`src/sv/sh_l2_irradiance_eval_assert.svh`:
```
// Assertion macros for the SH L2 irradiance evaluator.
`ifndef SH_L2_IRRADIANCE_EVAL_ASSERT_SVH
`define SH_L2_IRRADIANCE_EVAL_ASSERT_SVH
`define SHL2_ASSERT_IMPL(lbl, clk, rstn, ante, cons) \
  lbl: assert property (@(posedge clk) disable iff (!rstn) (ante) |-> (cons)) \
    else $error("assertion failed");
`define SHL2_ASSERT_NEXT(lbl, clk, rstn, ante, cons) \
  lbl: assert property (@(posedge clk) disable iff (!rstn) (ante) |=> (cons)) \
    else $error("assertion failed");
`endif

```
`src/sv/shl2_pkg.sv`:
```
// Package: payload types, constants and helpers of the SH L2 evaluator.
`timescale 1ns / 1ps
package shl2_pkg;
  localparam int Slots = 9;
  localparam int Chans = 3;
  localparam logic [3:0] SlotLast = 4'd8;
  localparam logic [1:0] ChanLast = 2'd2;

  typedef enum logic {
    CmdWrite = 1'b0,
    CmdEval  = 1'b1
  } cmd_e;

  // constants K * 2^30 / 1e6, rounded
  localparam logic signed [31:0] KB0 = 32'sd302897200;
  localparam logic signed [31:0] KB1 = 32'sd524633476;
  localparam logic signed [31:0] KB4 = 32'sd1173114482;
  localparam logic signed [31:0] KB6 = 32'sd338649581;
  localparam logic signed [31:0] KB8 = 32'sd586557241;
  localparam logic signed [31:0] One30 = 32'sd1073741824;

  typedef struct packed {
    cmd_e               command;
    logic [3:0]         coeff_slot;
    logic [1:0]         coeff_channel;
    logic signed [31:0] coeff_value;
    logic signed [15:0] normal_x;
    logic signed [15:0] normal_y;
    logic signed [15:0] normal_z;
  } in_item_t;

  typedef struct packed {
    logic [30:0] irradiance_red;
    logic [30:0] irradiance_green;
    logic [30:0] irradiance_blue;
  } out_item_t;

  // round half away from zero, drop 30 bits
  function automatic logic signed [33:0] rnd30(input logic signed [63:0] v);
    logic [63:0] m;
    logic [33:0] r;
    m = v[63] ? 64'(-v) : 64'(v);
    r = 34'((m + 64'd536870912) >> 30);
    return v[63] ? -$signed(r) : $signed(r);
  endfunction
endpackage

```
`src/sv/shl2_sqrt.sv`:
```
// Pipelined integer square root, two result bits per stage, 64-bit radicand.
`timescale 1ns / 1ps
module shl2_sqrt import shl2_pkg::*; (
  input  logic        clk_i,
  input  logic        en_i,
  input  logic [63:0] rad_i,
  output logic [31:0] root_o
);
  localparam int Stg = 16;
  logic [63:0] rem_q [Stg];
  logic [31:0] res_q [Stg];
  logic [63:0] rem_d [Stg];
  logic [31:0] res_d [Stg];

  always_comb begin
    logic [63:0] rm;
    logic [31:0] rs;
    logic [65:0] t;
    for (int s = 0; s < Stg; s++) begin
      rm = (s == 0) ? rad_i : rem_q[s-1];
      rs = (s == 0) ? 32'd0 : res_q[s-1];
      for (int b = 0; b < 2; b++) begin
        t = {rs, 2'b01} << (62 - 4*s - 2*b);
        if ({2'b00, rm} >= t) begin
          rm = rm - t[63:0];
          rs = {rs[30:0], 1'b1};
        end else begin
          rs = {rs[30:0], 1'b0};
        end
      end
      rem_d[s] = rm;
      res_d[s] = rs;
    end
  end

  always_ff @(posedge clk_i) begin
    if (en_i) begin
      for (int s = 0; s < Stg; s++) begin
        rem_q[s] <= rem_d[s];
        res_q[s] <= res_d[s];
      end
    end
  end
  assign root_o = res_q[Stg-1];
endmodule

```
`config.mk`:
```
export PLATFORM = sky130hd
export DESIGN_NAME = shl2_sqrt
export DESIGN_NICKNAME = d
export VERILOG_FILES = /design/src/sv/sh_l2_irradiance_eval_assert.svh /design/src/sv/shl2_pkg.sv /design/src/sv/shl2_sqrt.sv
export SDC_FILE = /design/constraint.sdc
export NUM_CORES = 2
export LEC_CHECK = 0
export ABC_CLOCK_PERIOD_IN_PS = 8400
export BUFFER_PORTS_ARGS = -buffer_cell sky130_fd_sc_hd__buf_2
export CAP_MARGIN = 20
export CORE_MARGIN = 3
export CORE_UTILIZATION = 52
export CTS_BUF_LIST = sky130_fd_sc_hd__clkbuf_4
export DETAILED_ROUTE_END_ITERATION = 8
export GPL_TIMING_DRIVEN = 0
export PLACE_DENSITY = 0.68
export SYNTH_ARGS = -nofsm -noshare
export SYNTH_HDL_FRONTEND = slang
export SYNTH_SLANG_ARGS = --single-unit
```
`constraint.sdc`:
```
create_clock -name clk_i -period 8.4 [get_ports clk_i]
set_input_delay 0.84 -clock clk_i [delete_from_list [all_inputs] [get_ports clk_i]]
set_output_delay 0.84 -clock clk_i [all_outputs]
set_load 0.03 [all_outputs]
```
## Yosys cells after proc, flatten, opt, wreduce, memory -nomap -nowiden

Memory sizes are Yosys's and may differ from the RTL's.
Index checks and enable logic that the tools add are counted.

| operators by class | value |
|---|---|
| add/subtract/negate cells | 32 |
| order comparisons | 32 |
| mux-type cells | 66 |

Operators by type and width:

| kind | count |
|---|---|
| 2-to-1 mux 64 bit | 32 |
| subtractor 64 bit | 15 |
| >= comparator 64 x 66 -> 1 bit | 14 |
| >= comparator 64 x 34 -> 1 bit | 1 |
| >= comparator 64 x 36 -> 1 bit | 1 |
| >= comparator 64 x 38 -> 1 bit | 1 |
| >= comparator 64 x 40 -> 1 bit | 1 |
| >= comparator 64 x 42 -> 1 bit | 1 |
| >= comparator 64 x 44 -> 1 bit | 1 |
| >= comparator 64 x 46 -> 1 bit | 1 |
| >= comparator 64 x 48 -> 1 bit | 1 |
| >= comparator 64 x 50 -> 1 bit | 1 |
| >= comparator 64 x 52 -> 1 bit | 1 |
| >= comparator 64 x 54 -> 1 bit | 1 |
| >= comparator 64 x 56 -> 1 bit | 1 |
| >= comparator 64 x 58 -> 1 bit | 1 |
| >= comparator 64 x 60 -> 1 bit | 1 |
| >= comparator 64 x 62 -> 1 bit | 1 |
| >= comparator 64 x 63 -> 1 bit | 1 |
| >= comparator 64 x 63 -> 1 bit (second input constant) | 1 |
| >= comparator 64 bit | 1 |
| subtractor 64 x 34 -> 64 bit | 1 |
| subtractor 64 x 36 -> 64 bit | 1 |
| subtractor 64 x 38 -> 64 bit | 1 |
| 15 further kinds | 48 |

| storage, ports and cells | value |
|---|---|
| register bits | 0 |
| memory bits (writable) | 1,536 |
| input bits | 66 |
| output and inout port bits | 32 |
| logic and storage cells | 132 |
| memories | 2 |

Memories:

| name | words | bits a word | rd ports | clocked after Yosys merged registers in | write ports | RTL line | text |
|---|---|---|---|---|---|---|---|
| rem_q | 16 | 64 | 15 | 0 | 16 | shl2_sqrt.sv:10 | `logic [63:0] rem_q [Stg];` |
| res_q | 16 | 32 | 16 | 0 | 16 | shl2_sqrt.sv:11 | `logic [31:0] res_q [Stg];` |

## Depth between registers and ports, before layout

An unclocked memory read counts as a cell.

| depth | value |
|---|---|
| word-level depth | 5 |
| depth in mapped cells | 33 |
| depth with buffers taken out | 29 |

## Worst setup path after synthesis

Ideal clock, no wire load.

| timing path | value |
|---|---|
| kind | register -> register |
| from | memory res_q[9][0], in the netlist res_q[1][32] |
| to | memory rem_q[10][34], in the netlist rem_q[1][162], data pin |
| library setup time | 0.270 ns |
| arrival time | 6.469 ns |
| required time | 8.130 ns |
| path slack | 1.660 ns |
| stages on the path, launching flop included | 29 |
| path buffers | 4 |
| period minus slack after synthesis | 6.740 ns |
| path through | edfxtp_1 -> inv_1 -> ha_1 -> nor2b_1 -> o21ai_0 -> a21o_1 -> a21boi_0 -> o31ai_1 -> nand3_1 -> inv_1 -> buf_1 -> clkbuf_1 -> nand2_1 -> o41ai_1 -> ha_1 -> a21o_1 -> a21o_1 -> a21o_1 -> a21oi_1 -> o21ai_0 -> a211oi_1 -> a31oi_1 -> o21a_1 -> nand3b_1 -> or3_1 -> nor4_1 -> clkbuf_1 -> clkbuf_1 -> o21ai_0 |

RTL lines:

| item | RTL line |
|---|---|
| start, declared | shl2_sqrt.sv:11 |
| end, declared | shl2_sqrt.sv:10 |

==> run metrics <==
critical-path maximum fanout=10; leakage dissipation=around 36 nW; number of hold violations in the final report=0; Clock Power Share=18.7%; number of design rule violations left after detail routing=0; H-tree levels=5; Synth warnings=0; Place WS=-1470 ps; number of global-route vias before repair=roughly 65000; Switch Pwr=11.5 mW; final wirelength=238 mm; Vias=67700; Initial DRT Pass Iterations=6; Setup Viol. Count Final=0; core area=157000 um^2; post-synthesis cell type with the largest combined area=edfxtp_1; final clock period utilization by the worst path=a little over nine tenths; endpoint of the worst register-to-register path=rem_q[1][97]; Vias per Instance=6.03; library cells used by synthesis=between 90 and 100; clock-pin slew on the worst setup and hold paths=60 ps; Hold Crit Class=in2reg; storage element area=37000 um^2; starting density of the core=around 53%; maximum number of pins on one net before global-route repair=about 190; instance count of the mapped netlist=8391; sum of net half-perimeters after detailed placement=186 mm; share of async-settable or async-resettable flops after synthesis=0%; IR drop worst, VDD=roughly 0.00022 V; Critical Path Sink=rem_q[1][97]; cell types with the highest counts after synthesis=1232 x edfxtp_1, 707 x nand2_1, 678 x a21oi_1, 678 x nor2_1, 573 x ha_1; fraction of synthesized cell area taken by the top area cell type=44.7%; ys flop type=edfxtp_1; Rel. slew slack=between 20 and 25%; Nets=9560; share of cells above drive strength 1=9.75%; Worst setup EP type=register; sequential fraction of design power=roughly 33%; DIE AREA=164000 um^2; layout overhead on the synthesized area=10.3%; combined area of the multi-input logic cells=around 43000 um^2; Final Max Slew Viols=0; start point of the critical path=rem_q[1][55]; TritonCTS Buffers=roughly 340; status=completed; path depth of the worst reg2reg path=26; cell seen most often among critical-path stages=clkbuf_1; syn_area_per_cell=9.86 um^2; first-pass GRT wire length=~360 mm; Layout Cells excl Fill=11200; width of the chip=between 400 and 500 um; Synthesized Nets=9030; wire per inst=21.2 um; DRC violation total after the first TritonRoute iteration=5850; Cell Pwr Density=307 nW/um^2; worst stage delay on the critical path=600 ps; Clock Path Buffers=4; slack of the worst reg-to-reg path=250 ps; reg2reg start=rem_q[1][55]; area of all placed cells without fillers=slightly above 90000 um^2; Slowest-stage cell, CP=or4_1; initial antenna violation count=4; unrepaired setup endpoints after global routing=no; Max Fclk=0.123 GHz; required arrival time at the worst endpoint=9380 ps; y dimension of the die=405 um; Power Total=about 28 mW; final critical-path required period=roughly 8200 ps; number of enable flip-flop cells after synthesis=1232; critical path class=reg2reg; Internal=~17 mW; crit path launch type=register; latest clock arrival within the worst-skew pair=1340 ps; Max-Cap Viols=0; IO buf count=97; Synth Register Bits=1232; GPL Wtd Cong=0.962; slew at the pin with the worst max-slew slack=1190 ps; remaining number of nets flagged by the antenna check after routing=0; data arrival time at the worst-slack endpoint=9130 ps; CTS sink count=approximately 1200; post-layout worst setup margin=247 ps; # fillers=13900; number of top-level pins=98; TritonCTS clock tree=done; setup TNS after final layout=0 ps; leading cell type by number of instances after synthesis=edfxtp_1; number of rows created at floorplan=approximately 150; Fin Clk Skew=128 ps; net switching share of the total power=about two fifths; Synth Cell Area=82800 um^2; top cells by area in the synthesized netlist=edfxtp_1 45%, ha_1 8.7%, xnor2_1 5.6%; overall routing resource usage=28.3%; post-route core utilization=58.1%; fraction of power consumed by combinational cells=48.0%; total placed instance area=86100 um^2; GRT overflow=0; Root Buffer Master=clkbuf_4; worst hold slack after final layout=approximately 180 ps; register area share after synthesis=44.7%; Placed Cells=10600
worst min path at each step:
stage                     depth (start not counted)     startpoint  slack, ps            end
after floorplan                                   0  rem_q[1][259]        420  rem_q[1][323]
after global placement                            0  rem_q[1][262]        430  rem_q[1][326]
after detailed placement                          0  rem_q[1][256]        430  rem_q[1][320]
after CTS                                         6      rad_i[63]         50    res_q[0][1]
after global routing                              6      rad_i[63]        100    res_q[0][1]
final                                             6      rad_i[63]        180    res_q[0][1]
cell families (layout without fill, tap and decap cells):
family	Yosys count	after routing	share of synthesized area, %
AO/OA/AOI/OAI	2012	2012	15.3
XOR/XNOR	846	846	8.95
adder cells (fa/ha/maj)	573	573	8.66
buffers and inverters	730	1487	3.34
flip-flops	1232	1232	44.7
multiplexers	112	112	1.49
other	0	9	0
AND/OR/NAND/NOR	2886	2886	17.6
registers in the layout, summed over array words and instances (netlist names):
signal  count
rem_q     960
res_q     272
worst max-delay path, delay by kind of cell, from the launching register on:
kind / cells / cell delay (ps)
adders and majority gates: 1 / 290
buffers and inverters: 9 / 2310
and+or+nand+nor: 10 / 3370
AOI/OAI and AO/OA: 6 / 1420
DFF: 1 / 450
cell usage in the layout, fill, tap and decap left out, types with 78 or more instances in the layout:
master,n
edfxtp_1,1232
nand2_1,706
nor2_1,677
a21oi_1,676
ha_1,573
xnor2_1,529
inv_1,491
clkbuf_4,457
o21ai_0,414
xor2_1,317
a21o_1,287
nor4_1,233
nand3_1,217
nor3_1,209
clkbuf_1,161
nand4_1,159
buf_2,121
or3_1,92
nand2b_1,89
o21a_1,88
mux2_2,85
nor2b_1,78
timing repair:
action / CTS / global route
hold buffers: 64 / 0
pin swaps: 2 / 2
endpoints found under the setup margin: 263 / 267
buffers inserted: 4 / 11
gates resized for setup: 43 / 63
endpoints found under the hold margin: 125 / 0
power by group through the flow:
stage,clock network (mW),logic [mW],registers (mW)
6_report,5.24,13.4,9.31
5_1_grt,5.78,14.9,9.38
3_3_place_gp,0,12.9,9.62
3_5_place_dp,0,13.1,9.41
2_1_floorplan,0,10.1,8.96
4_1_cts,5.41,13.2,9.29
layout make-up:
cell class                 instances  area share, %
clock inverter                   112          0.743
multi-input combinational       6429           47.4
antenna                            9         0.0247
tap                             2058           2.82
timing repair buffer             195           1.67
inverter                         502           2.08
buffer                           224           1.01
clock buffer                     454           3.73
sequential                      1232           40.5
layer usage:
metal	track usage [%]	routed length (um)
met5	0	0
met4	8.98	6940
met3	4.45	14300
met2	47.4	114000
met1	37.7	103000
(Power assumes the default switching activity.)
