<file path="config.mk">
export PLATFORM = sky130hd
export DESIGN_NAME = shl2_div
export DESIGN_NICKNAME = d
export VERILOG_FILES = /design/src/sv/sh_l2_irradiance_eval_assert.svh /design/src/sv/shl2_pkg.sv /design/src/sv/shl2_div.sv
export SDC_FILE = /design/constraint.sdc
export NUM_CORES = 2
export LEC_CHECK = 0
export BUFFER_PORTS_ARGS = -buffer_cell sky130_fd_sc_hd__buf_2
export CAP_MARGIN = 0
export CELL_PAD_IN_SITES_DETAIL_PLACEMENT = 0
export CELL_PAD_IN_SITES_GLOBAL_PLACEMENT = 1
export CORE_MARGIN = 5
export CORE_UTILIZATION = 51
export CTS_CLUSTER_SIZE = 12
export DETAILED_ROUTE_END_ITERATION = 8
export PLACE_DENSITY_LB_ADDON = 0.1
export SYNTH_ARGS = -nofsm -noshare
export SYNTH_HDL_FRONTEND = slang
export SYNTH_SLANG_ARGS = --single-unit
</file>
<file path="constraint.sdc">
create_clock -name clk_i -period 17.65 [get_ports clk_i]
set_input_delay 4.4125 -clock clk_i [delete_from_list [all_inputs] [get_ports clk_i]]
set_output_delay 4.4125 -clock clk_i [all_outputs]
set_load 0.02 [all_outputs]
</file>
<file path="src/sv/sh_l2_irradiance_eval_assert.svh">
// Assertion macros for the SH L2 irradiance evaluator.
`ifndef SH_L2_IRRADIANCE_EVAL_ASSERT_SVH
`define SH_L2_IRRADIANCE_EVAL_ASSERT_SVH
`define SHL2_ASSERT_IMPL(lbl, clk, rstn, ante, cons) \
  lbl: assert property (@(posedge clk) disable iff (!rstn) (ante) |-> (cons)) \
    else $error("assertion failed");
`define SHL2_ASSERT_NEXT(lbl, clk, rstn, ante, cons) \
  lbl: assert property (@(posedge clk) disable iff (!rstn) (ante) |=> (cons)) \
    else $error("assertion failed");
`endif

</file>
<file path="src/sv/shl2_pkg.sv">
// Package: payload types, constants and helpers of the SH L2 evaluator.
`timescale 1ns / 1ps
package shl2_pkg;
  localparam int Slots = 9;
  localparam int Chans = 3;
  localparam logic [3:0] SlotLast = 4'd8;
  localparam logic [1:0] ChanLast = 2'd2;

  typedef enum logic {
    CmdWrite = 1'b0,
    CmdEval  = 1'b1
  } cmd_e;

  // constants K * 2^30 / 1e6, rounded
  localparam logic signed [31:0] KB0 = 32'sd302897200;
  localparam logic signed [31:0] KB1 = 32'sd524633476;
  localparam logic signed [31:0] KB4 = 32'sd1173114482;
  localparam logic signed [31:0] KB6 = 32'sd338649581;
  localparam logic signed [31:0] KB8 = 32'sd586557241;
  localparam logic signed [31:0] One30 = 32'sd1073741824;

  typedef struct packed {
    cmd_e               command;
    logic [3:0]         coeff_slot;
    logic [1:0]         coeff_channel;
    logic signed [31:0] coeff_value;
    logic signed [15:0] normal_x;
    logic signed [15:0] normal_y;
    logic signed [15:0] normal_z;
  } in_item_t;

  typedef struct packed {
    logic [30:0] irradiance_red;
    logic [30:0] irradiance_green;
    logic [30:0] irradiance_blue;
  } out_item_t;

  // round half away from zero, drop 30 bits
  function automatic logic signed [33:0] rnd30(input logic signed [63:0] v);
    logic [63:0] m;
    logic [33:0] r;
    m = v[63] ? 64'(-v) : 64'(v);
    r = 34'((m + 64'd536870912) >> 30);
    return v[63] ? -$signed(r) : $signed(r);
  endfunction
endpackage

</file>
<file path="src/sv/shl2_div.sv">
// Pipelined restoring divider: round(mag * 2^44 / len) clipped to 2^30.
`timescale 1ns / 1ps
module shl2_div import shl2_pkg::*; (
  input  logic        clk_i,
  input  logic        en_i,
  input  logic [15:0] mag_i,
  input  logic        neg_i,
  input  logic [31:0] len_i,
  output logic signed [31:0] unit_o
);
  // numerator up to 2^60+2^31 < 2^61; quotient below 2^31 plus guard
  localparam int QB = 32;
  localparam int Stg = 8;
  localparam int BPS = QB / Stg;
  logic [60:0] num_q [Stg];
  logic [32:0] rem_q [Stg];
  logic [QB-1:0] quo_q [Stg];
  logic [31:0] len_q [Stg];
  logic neg_q [Stg];
  logic [60:0] num_d [Stg];
  logic [32:0] rem_d [Stg];
  logic [QB-1:0] quo_d [Stg];

  // quotient bits above QB are zero since mag*2^44 < 2^31 * len
  always_comb begin
    logic [60:0] n;
    logic [32:0] r;
    logic [QB-1:0] qq;
    logic [31:0] l;
    logic [33:0] t;
    for (int s = 0; s < Stg; s++) begin
      if (s == 0) begin
        n = ({mag_i, 44'd0} | 61'd0) + 61'(len_i >> 1);
        r = 33'(n >> QB);
        qq = '0;
        l = len_i;
      end else begin
        n = num_q[s-1];
        r = rem_q[s-1];
        qq = quo_q[s-1];
        l = len_q[s-1];
      end
      for (int b = 0; b < BPS; b++) begin
        t = {r, n[QB-1-(s*BPS+b)]};
        if (t >= {2'b00, l}) begin
          t = t - {2'b00, l};
          qq = {qq[QB-2:0], 1'b1};
        end else begin
          qq = {qq[QB-2:0], 1'b0};
        end
        r = t[32:0];
      end
      num_d[s] = n;
      rem_d[s] = r;
      quo_d[s] = qq;
    end
  end

  always_ff @(posedge clk_i) begin
    if (en_i) begin
      for (int s = 0; s < Stg; s++) begin
        num_q[s] <= num_d[s];
        rem_q[s] <= rem_d[s];
        quo_q[s] <= quo_d[s];
        len_q[s] <= (s == 0) ? len_i : len_q[s-1];
        neg_q[s] <= (s == 0) ? neg_i : neg_q[s-1];
      end
    end
  end

  logic [31:0] clip;
  assign clip = (quo_q[Stg-1] > 32'(One30)) ? 32'(One30) : quo_q[Stg-1];
  assign unit_o = neg_q[Stg-1] ? -$signed(clip) : $signed(clip);
endmodule

</file>
# After elaboration in Yosys (flattened, before gate mapping)
# Memory sizes are Yosys's and may differ from the RTL's.
# Cells that the tools add are included.
[op_classes]
mux = 68
addsub = 34
order_cmp = 33
[op_table]
columns = ["op", "n"]
rows = [
  ["33-bit 2-to-1 mux", 32],
  ["34-bit by 32-bit greater-or-equal comparator with 1-bit output", 31],
  ["33-bit by 32-bit subtractor with 33-bit output", 31],
  ["32-bit 2-to-1 mux", 2],
  ["60-bit by 31-bit adder with 61-bit output", 1],
  ["1-bit 2-to-1 mux", 34],
  ["30-bit by 32-bit subtractor with 33-bit output", 1],
  ["30-bit by 32-bit greater-or-equal comparator with 1-bit output", 1],
  ["32-bit by 31-bit > comparator with 1-bit output (second input constant)", 1],
  ["32-bit negation", 1],
]
[word_totals]
ram_bits = 1272
input_bits = 51
output_inout_bits = 32
memories = 5
ff_bits = 0
[memory_table]
columns = ["memory", "depth", "width", "read_ports", "rd_clocked_by_memory_dff", "write_ports", "line_no", "rtl"]
rows = [
  ["num_q", 8, 61, 7, 0, 8, "shl2_div.sv:15", "logic [60:0] num_q [Stg];"],
  ["rem_q", 8, 33, 7, 0, 8, "shl2_div.sv:16", "logic [32:0] rem_q [Stg];"],
  ["len_q", 8, 32, 7, 0, 8, "shl2_div.sv:18", "logic [31:0] len_q [Stg];"],
  ["quo_q", 8, 32, 8, 0, 8, "shl2_div.sv:17", "logic [QB-1:0] quo_q [Stg];"],
  ["neg_q", 8, 1, 8, 0, 8, "shl2_div.sv:19", "logic neg_q [Stg];"],
]

# Longest topological paths before layout
[depth]
word_depth = 9
mapped_depth = 62
depth_no_buf = 56

# Least setup slack after synthesis
# OpenSTA, ideal clock, no wires.
[synth_path]
path_type = "in2reg"
startpoint = "input port len_i[13]"
endpoint = "memory rem_q[0][17] (data pin)"
setup_ns = 0.262
stages = 55
setup_slack_ns = 2.151
path_buffers = 4
t_arrival_ns = 15.236
t_required_ns = 17.388
cell_sequence = "inv_1 > ha_1 > nor4b_1 > nand4_1 > o211ai_1 > a311oi_2 > o21ai_1 > a21oi_1 > a21boi_1 > clkbuf_1 > clkbuf_1 > a21oi_1 > ha_1 > nand4_1 > nor2_1 > a221oi_1 > o21ai_0 > a21o_1 > (+19 left out) > inv_2 > clkbuf_1 > a21oi_1 > fa_1 > a21o_1 > a21oi_1 > o2111ai_1 > a21oi_1 > a21oi_1 > o211ai_1 > nand3_1 > nand4_1 > a31oi_1 > o21ai_0 > nand2_1 > a31oi_4 > inv_2 > mux2_1"
[synth_rtl]
columns = ["element", "line_no", "rtl"]
rows = [
  ["from (decl)", "shl2_div.sv:8", "input logic [31:0] len_i,"],
  ["to (decl)", "shl2_div.sv:16", ""],
]

==> flow_results.org <==
** Run status
- The run finished with clean final reports.

** Setup path
- Buffering stage count on the worst path with inverters included :: 6
- By instance count, the cell type seen most on the critical path is sky130_fd_sc_hd__a21oi_1.
- Among cell families on the critical path, the largest total delay comes from compound AO/OA/AOI/OAI gates.
- At the worst endpoint, the arrival time is 17.34 ns.
- CP endpoint kind :: flip-flop
- STA classifies the critical path startpoint as a primary input.
- Stage delay of the slowest cell on the critical path :: ~0.49 ns
- Cell type of the slowest stage on the worst timing path :: sky130_fd_sc_hd__fa_1
- Worst Path Max Fanout :: 19
- Setup CP Type :: in -> reg
- Data on the critical path is required at its endpoint by roughly 18 ns.

** Placement
- Placed Instance Area :: roughly 83000 sq um
- Detailed placement ended at an HPWL of ~220 mm.
- Buffers placed on the I/O ports in this run total 82.
- At the end of routability-driven placement, the weighted congestion stood at roughly 0.96.

** Synthesis
- Share of async-settable or async-resettable flops after synthesis :: 0
- Of the total synthesized cell area, the portion taken by full adders, half adders and majority gates is 0.165.
- Counting flops and latches in the post-synthesis netlist gives 607.
- The portion of synthesized area spent on multiplexers is 0.0699.
- By count the netlist is led by sky130_fd_sc_hd__ha_1 (1010), sky130_fd_sc_hd__a21oi_1 (980), sky130_fd_sc_hd__nand2_1 (794).
- Top cell type by total area after synthesis :: sky130_fd_sc_hd__edfxtp_1
- The synthesized netlist contains 112 unique library cells.
- The synthesized-area fraction occupied by ao, oa, aoi and oai cells was 0.248.
- Cell count after synthesis :: 9564
- The synthesized netlist occupies a cell area of ~80000 sq um.
- Yosys printed 0 warnings.
- Area contributors post-synth :: sky130_fd_sc_hd__edfxtp_1 (23%), sky130_fd_sc_hd__ha_1 (16%), sky130_fd_sc_hd__a21oi_1 (6.1%)
- Synthesis produced a netlist with a net count of 10700.
- Dividing the synthesized area by the synthesized cell count gives 8.36 sq um.
- Simple-gate share of the synthesized area :: 0.157
- Share of the synthesized netlist area taken by xor and xnor gates :: 0.0925
- Leading register cell type out of synthesis :: sky130_fd_sc_hd__edfxtp_1
- Share of synthesized area occupied by flip-flops and latches :: 0.228
- Of the post-synthesis cell area, the dominant cell type holds 0.228.
- By area, the combinational part of the netlist is dominated by compound AO/OA/AOI/OAI gates.
- Most frequent cell after synthesis :: sky130_fd_sc_hd__ha_1
- EDFF count, synth :: 607

** Clock network
- Deepest clock path buffer count :: 3
- The clock reaches the later pin of the worst-skew pair after 0.74 ns.
- Post-cts hold buffer count :: 0
- The clock drives between 600 and 700 sinks.
- The H-tree generated during clock tree synthesis spans 3 levels.
- After clock tree synthesis, the clock-pin slew on the worst setup and hold paths is roughly 0.06 ns.
- TritonCTS built the clock tree.
- Buffers inserted during clock tree synthesis total around 80.
- The root buffer cell chosen for the clock tree is sky130_fd_sc_hd__clkbuf_16.

** Global route
- The first global-routing pass estimated 408 mm of wire.
- Initial antenna violation count :: 14
- Global routing finished with a remaining overflow of 0.
- Via count of the first global-routing pass :: 68500
- Pin count of the biggest net entering global routing :: 160
- Total global routing track utilization :: 0.318

** Floorplan
- Die footprint :: ~160000 sq um
- Effective utilization at floorplan :: 0.513
- The die is 406 um tall.
- Die Span X :: 406 um
- For this design the top-level I/O count stands at 83.
- In this run the core area contains 145 standard-cell rows.
- After floorplanning, the core was sized to cover 156000 sq um.

** Final layout
- The multi-input combinational cells in the finished layout cover a total of 58800 sq um.
- Of the cells placed in the final design, the portion with a size suffix greater than 1 is 0.0842.
- The layout has 14700 filler cells.
- Nets :: 10700
- Area added between synthesis and finish :: 6.90%
- Total non-filler cell area in the finished layout :: 85500 sq um
- Footprint of the flip-flops and latches :: roughly 18000 sq um

** Routing
- In the routed layout, each cell is associated on average with a via count of 6.26.
- The first detailed-routing pass ran for 6 iterations.
- WL final :: around 270 mm
- Wire length per cell :: 23.2 um
- DR iter-0 viols :: 6711
- In this run the remaining antenna-violating nets after routing total 0.
- For this block, the via count after detailed routing is approximately 73000.
- For this run, design rule violations remaining after detail routing come to 0.

** Flow run
- MaxCap Viol Count :: 0

** Min path
- The worst hold path belongs to the class reg -> reg.

** STA
- Max Clk Rate :: 59.2 MHz
- The number of hold-slack violations in the final timing report came to 0.
- Across the routed clock network, the largest skew measured is 0.0668 ns.
- Actual transition at the worst max-transition pin :: 1.22 ns
- RSZ-0062 raised after global routing :: false
- After layout, the minimum clock period comes to 16.89 ns.
- Final number of max-transition violations :: 0
- In the finished design, the share of the clock period the worst path needs comes to 0.957.
- # setup viols final :: 0
- In this run the tightest slew margin relative to its limit is 0.184.
- For the final routed database, the setup TNS stands at 0 ns.
routing by layer:
layer | up-vias | part of all wire | routed length [um] | GRT usage
met3 | 373 | 0.071 | 19300 | 0.0474
met4 | 4 | 0.033 | 8970 | 0.0972
li1 | 35600 | - | - | -
met5 | - | 0.000099 | 27 | 0
met1 | 35100 | 0.46 | 126000 | 0.453
met2 | 2315 | 0.43 | 118000 | 0.499
worst reg2reg max path: cells and delay by family (launching register included):
| family | cells | cell delay (ns) |
|---|---|---|
| AO/OA/AOI/OAI | 30 | 8.68 |
| adder cells (fa/ha/maj) | 5 | 1.94 |
| buffers and inverters | 6 | 2.01 |
| flip-flops | 1 | 0.50 |
| multiplexers | 2 | 0.67 |
| AND/OR/NAND/NOR | 10 | 2.40 |
final cells by class:
type,count,share of cell area
antenna,5,0.000146
clock buffer,84,0.0231
clock inverter,55,0.00758
inverter,588,0.0259
multi-input combinational,8164,0.687
sequential,607,0.213
tap,2058,0.0301
timing repair buffer,162,0.0128
cells by family (layout without fill, tap and decap cells):
kind of cell / count (synthesis) / after routing
adders and majority gates: 1040 / 1040
DFF: 607 / 607
AOI/OAI and AO/OA: 3153 / 3153
buffers and inverters: 794 / 889
other: 0 / 5
and+or+nand+nor: 2633 / 2634
xor gates and xnor gates: 845 / 845
muxes: 492 / 492
cell usage in the layout (no fill, tap or decap), drive strengths merged, types with 18 or more instances in the layout:
cell / instances
xnor2: 554
a21o: 487
buf: 162
a221oi: 32
xor2: 291
edfxtp: 607
nand3: 201
o21bai: 158
fa: 30
nor2b: 137
mux2i: 46
or3: 42
and4: 23
nand2: 794
clkinv: 34
nor4: 39
a211o: 18
or2: 43
nand2b: 177
o221ai: 19
o21a: 130
a21oi: 984
a31o: 21
mux2: 446
inv: 593
a31oi: 72
a211oi: 86
clkbuf: 84
nor3: 165
and3: 69
o31a: 23
ha: 1010
and2: 44
o21ai: 771
o211ai: 54
a2111oi: 19
o31ai: 62
nand4: 161
nor2: 670
a21boi: 43
final timing paths:
| path | from | endpoint | slack, ns | depth (start not counted) |
|---|---|---|---|---|
| hold reg to reg | quo_q[1][65] | quo_q[1][101] | 0.41 | 0 |
| hold / removal | quo_q[1][65] | quo_q[1][101] | 0.41 | 0 |
| setup / recovery | len_i[14] | rem_q[0][31] | 0.76 | 53 |
| setup reg to reg | len_q[1][24] | rem_q[2][2] | 1.18 | 53 |
sequential cells by signal (all words and copies together), names as in the netlist:
| name | count |
|---|---|
| neg_q | 8 |
| quo_q | 144 |
| num_q | 7 |
| rem_q | 231 |
| len_q | 217 |
what timing repair did:
| item | CTS | global route |
|---|---|---|
| buffers inserted | 0 | 2 |
| gates resized for setup | 0 | 6 |
| setup endpoints to repair | 0 | 59 |
stage by stage:
stage,hold WS [ns],utilization,worst slack [ns],cells
4_1_cts,0.405,0.548,0.695,11700
3_3_place_gp,0.401,0.531,0.284,11600
2_1_floorplan,0.400,-,2.15,9564
5_1_grt,0.417,0.548,0.0335,11700
6_report,0.411,0.548,0.758,11700
3_5_place_dp,0.405,0.531,0.0312,11600
Power is left out: the tool's default activity adds up to more than one toggle a clock period on the data nets, which glitch-free logic cannot reach.
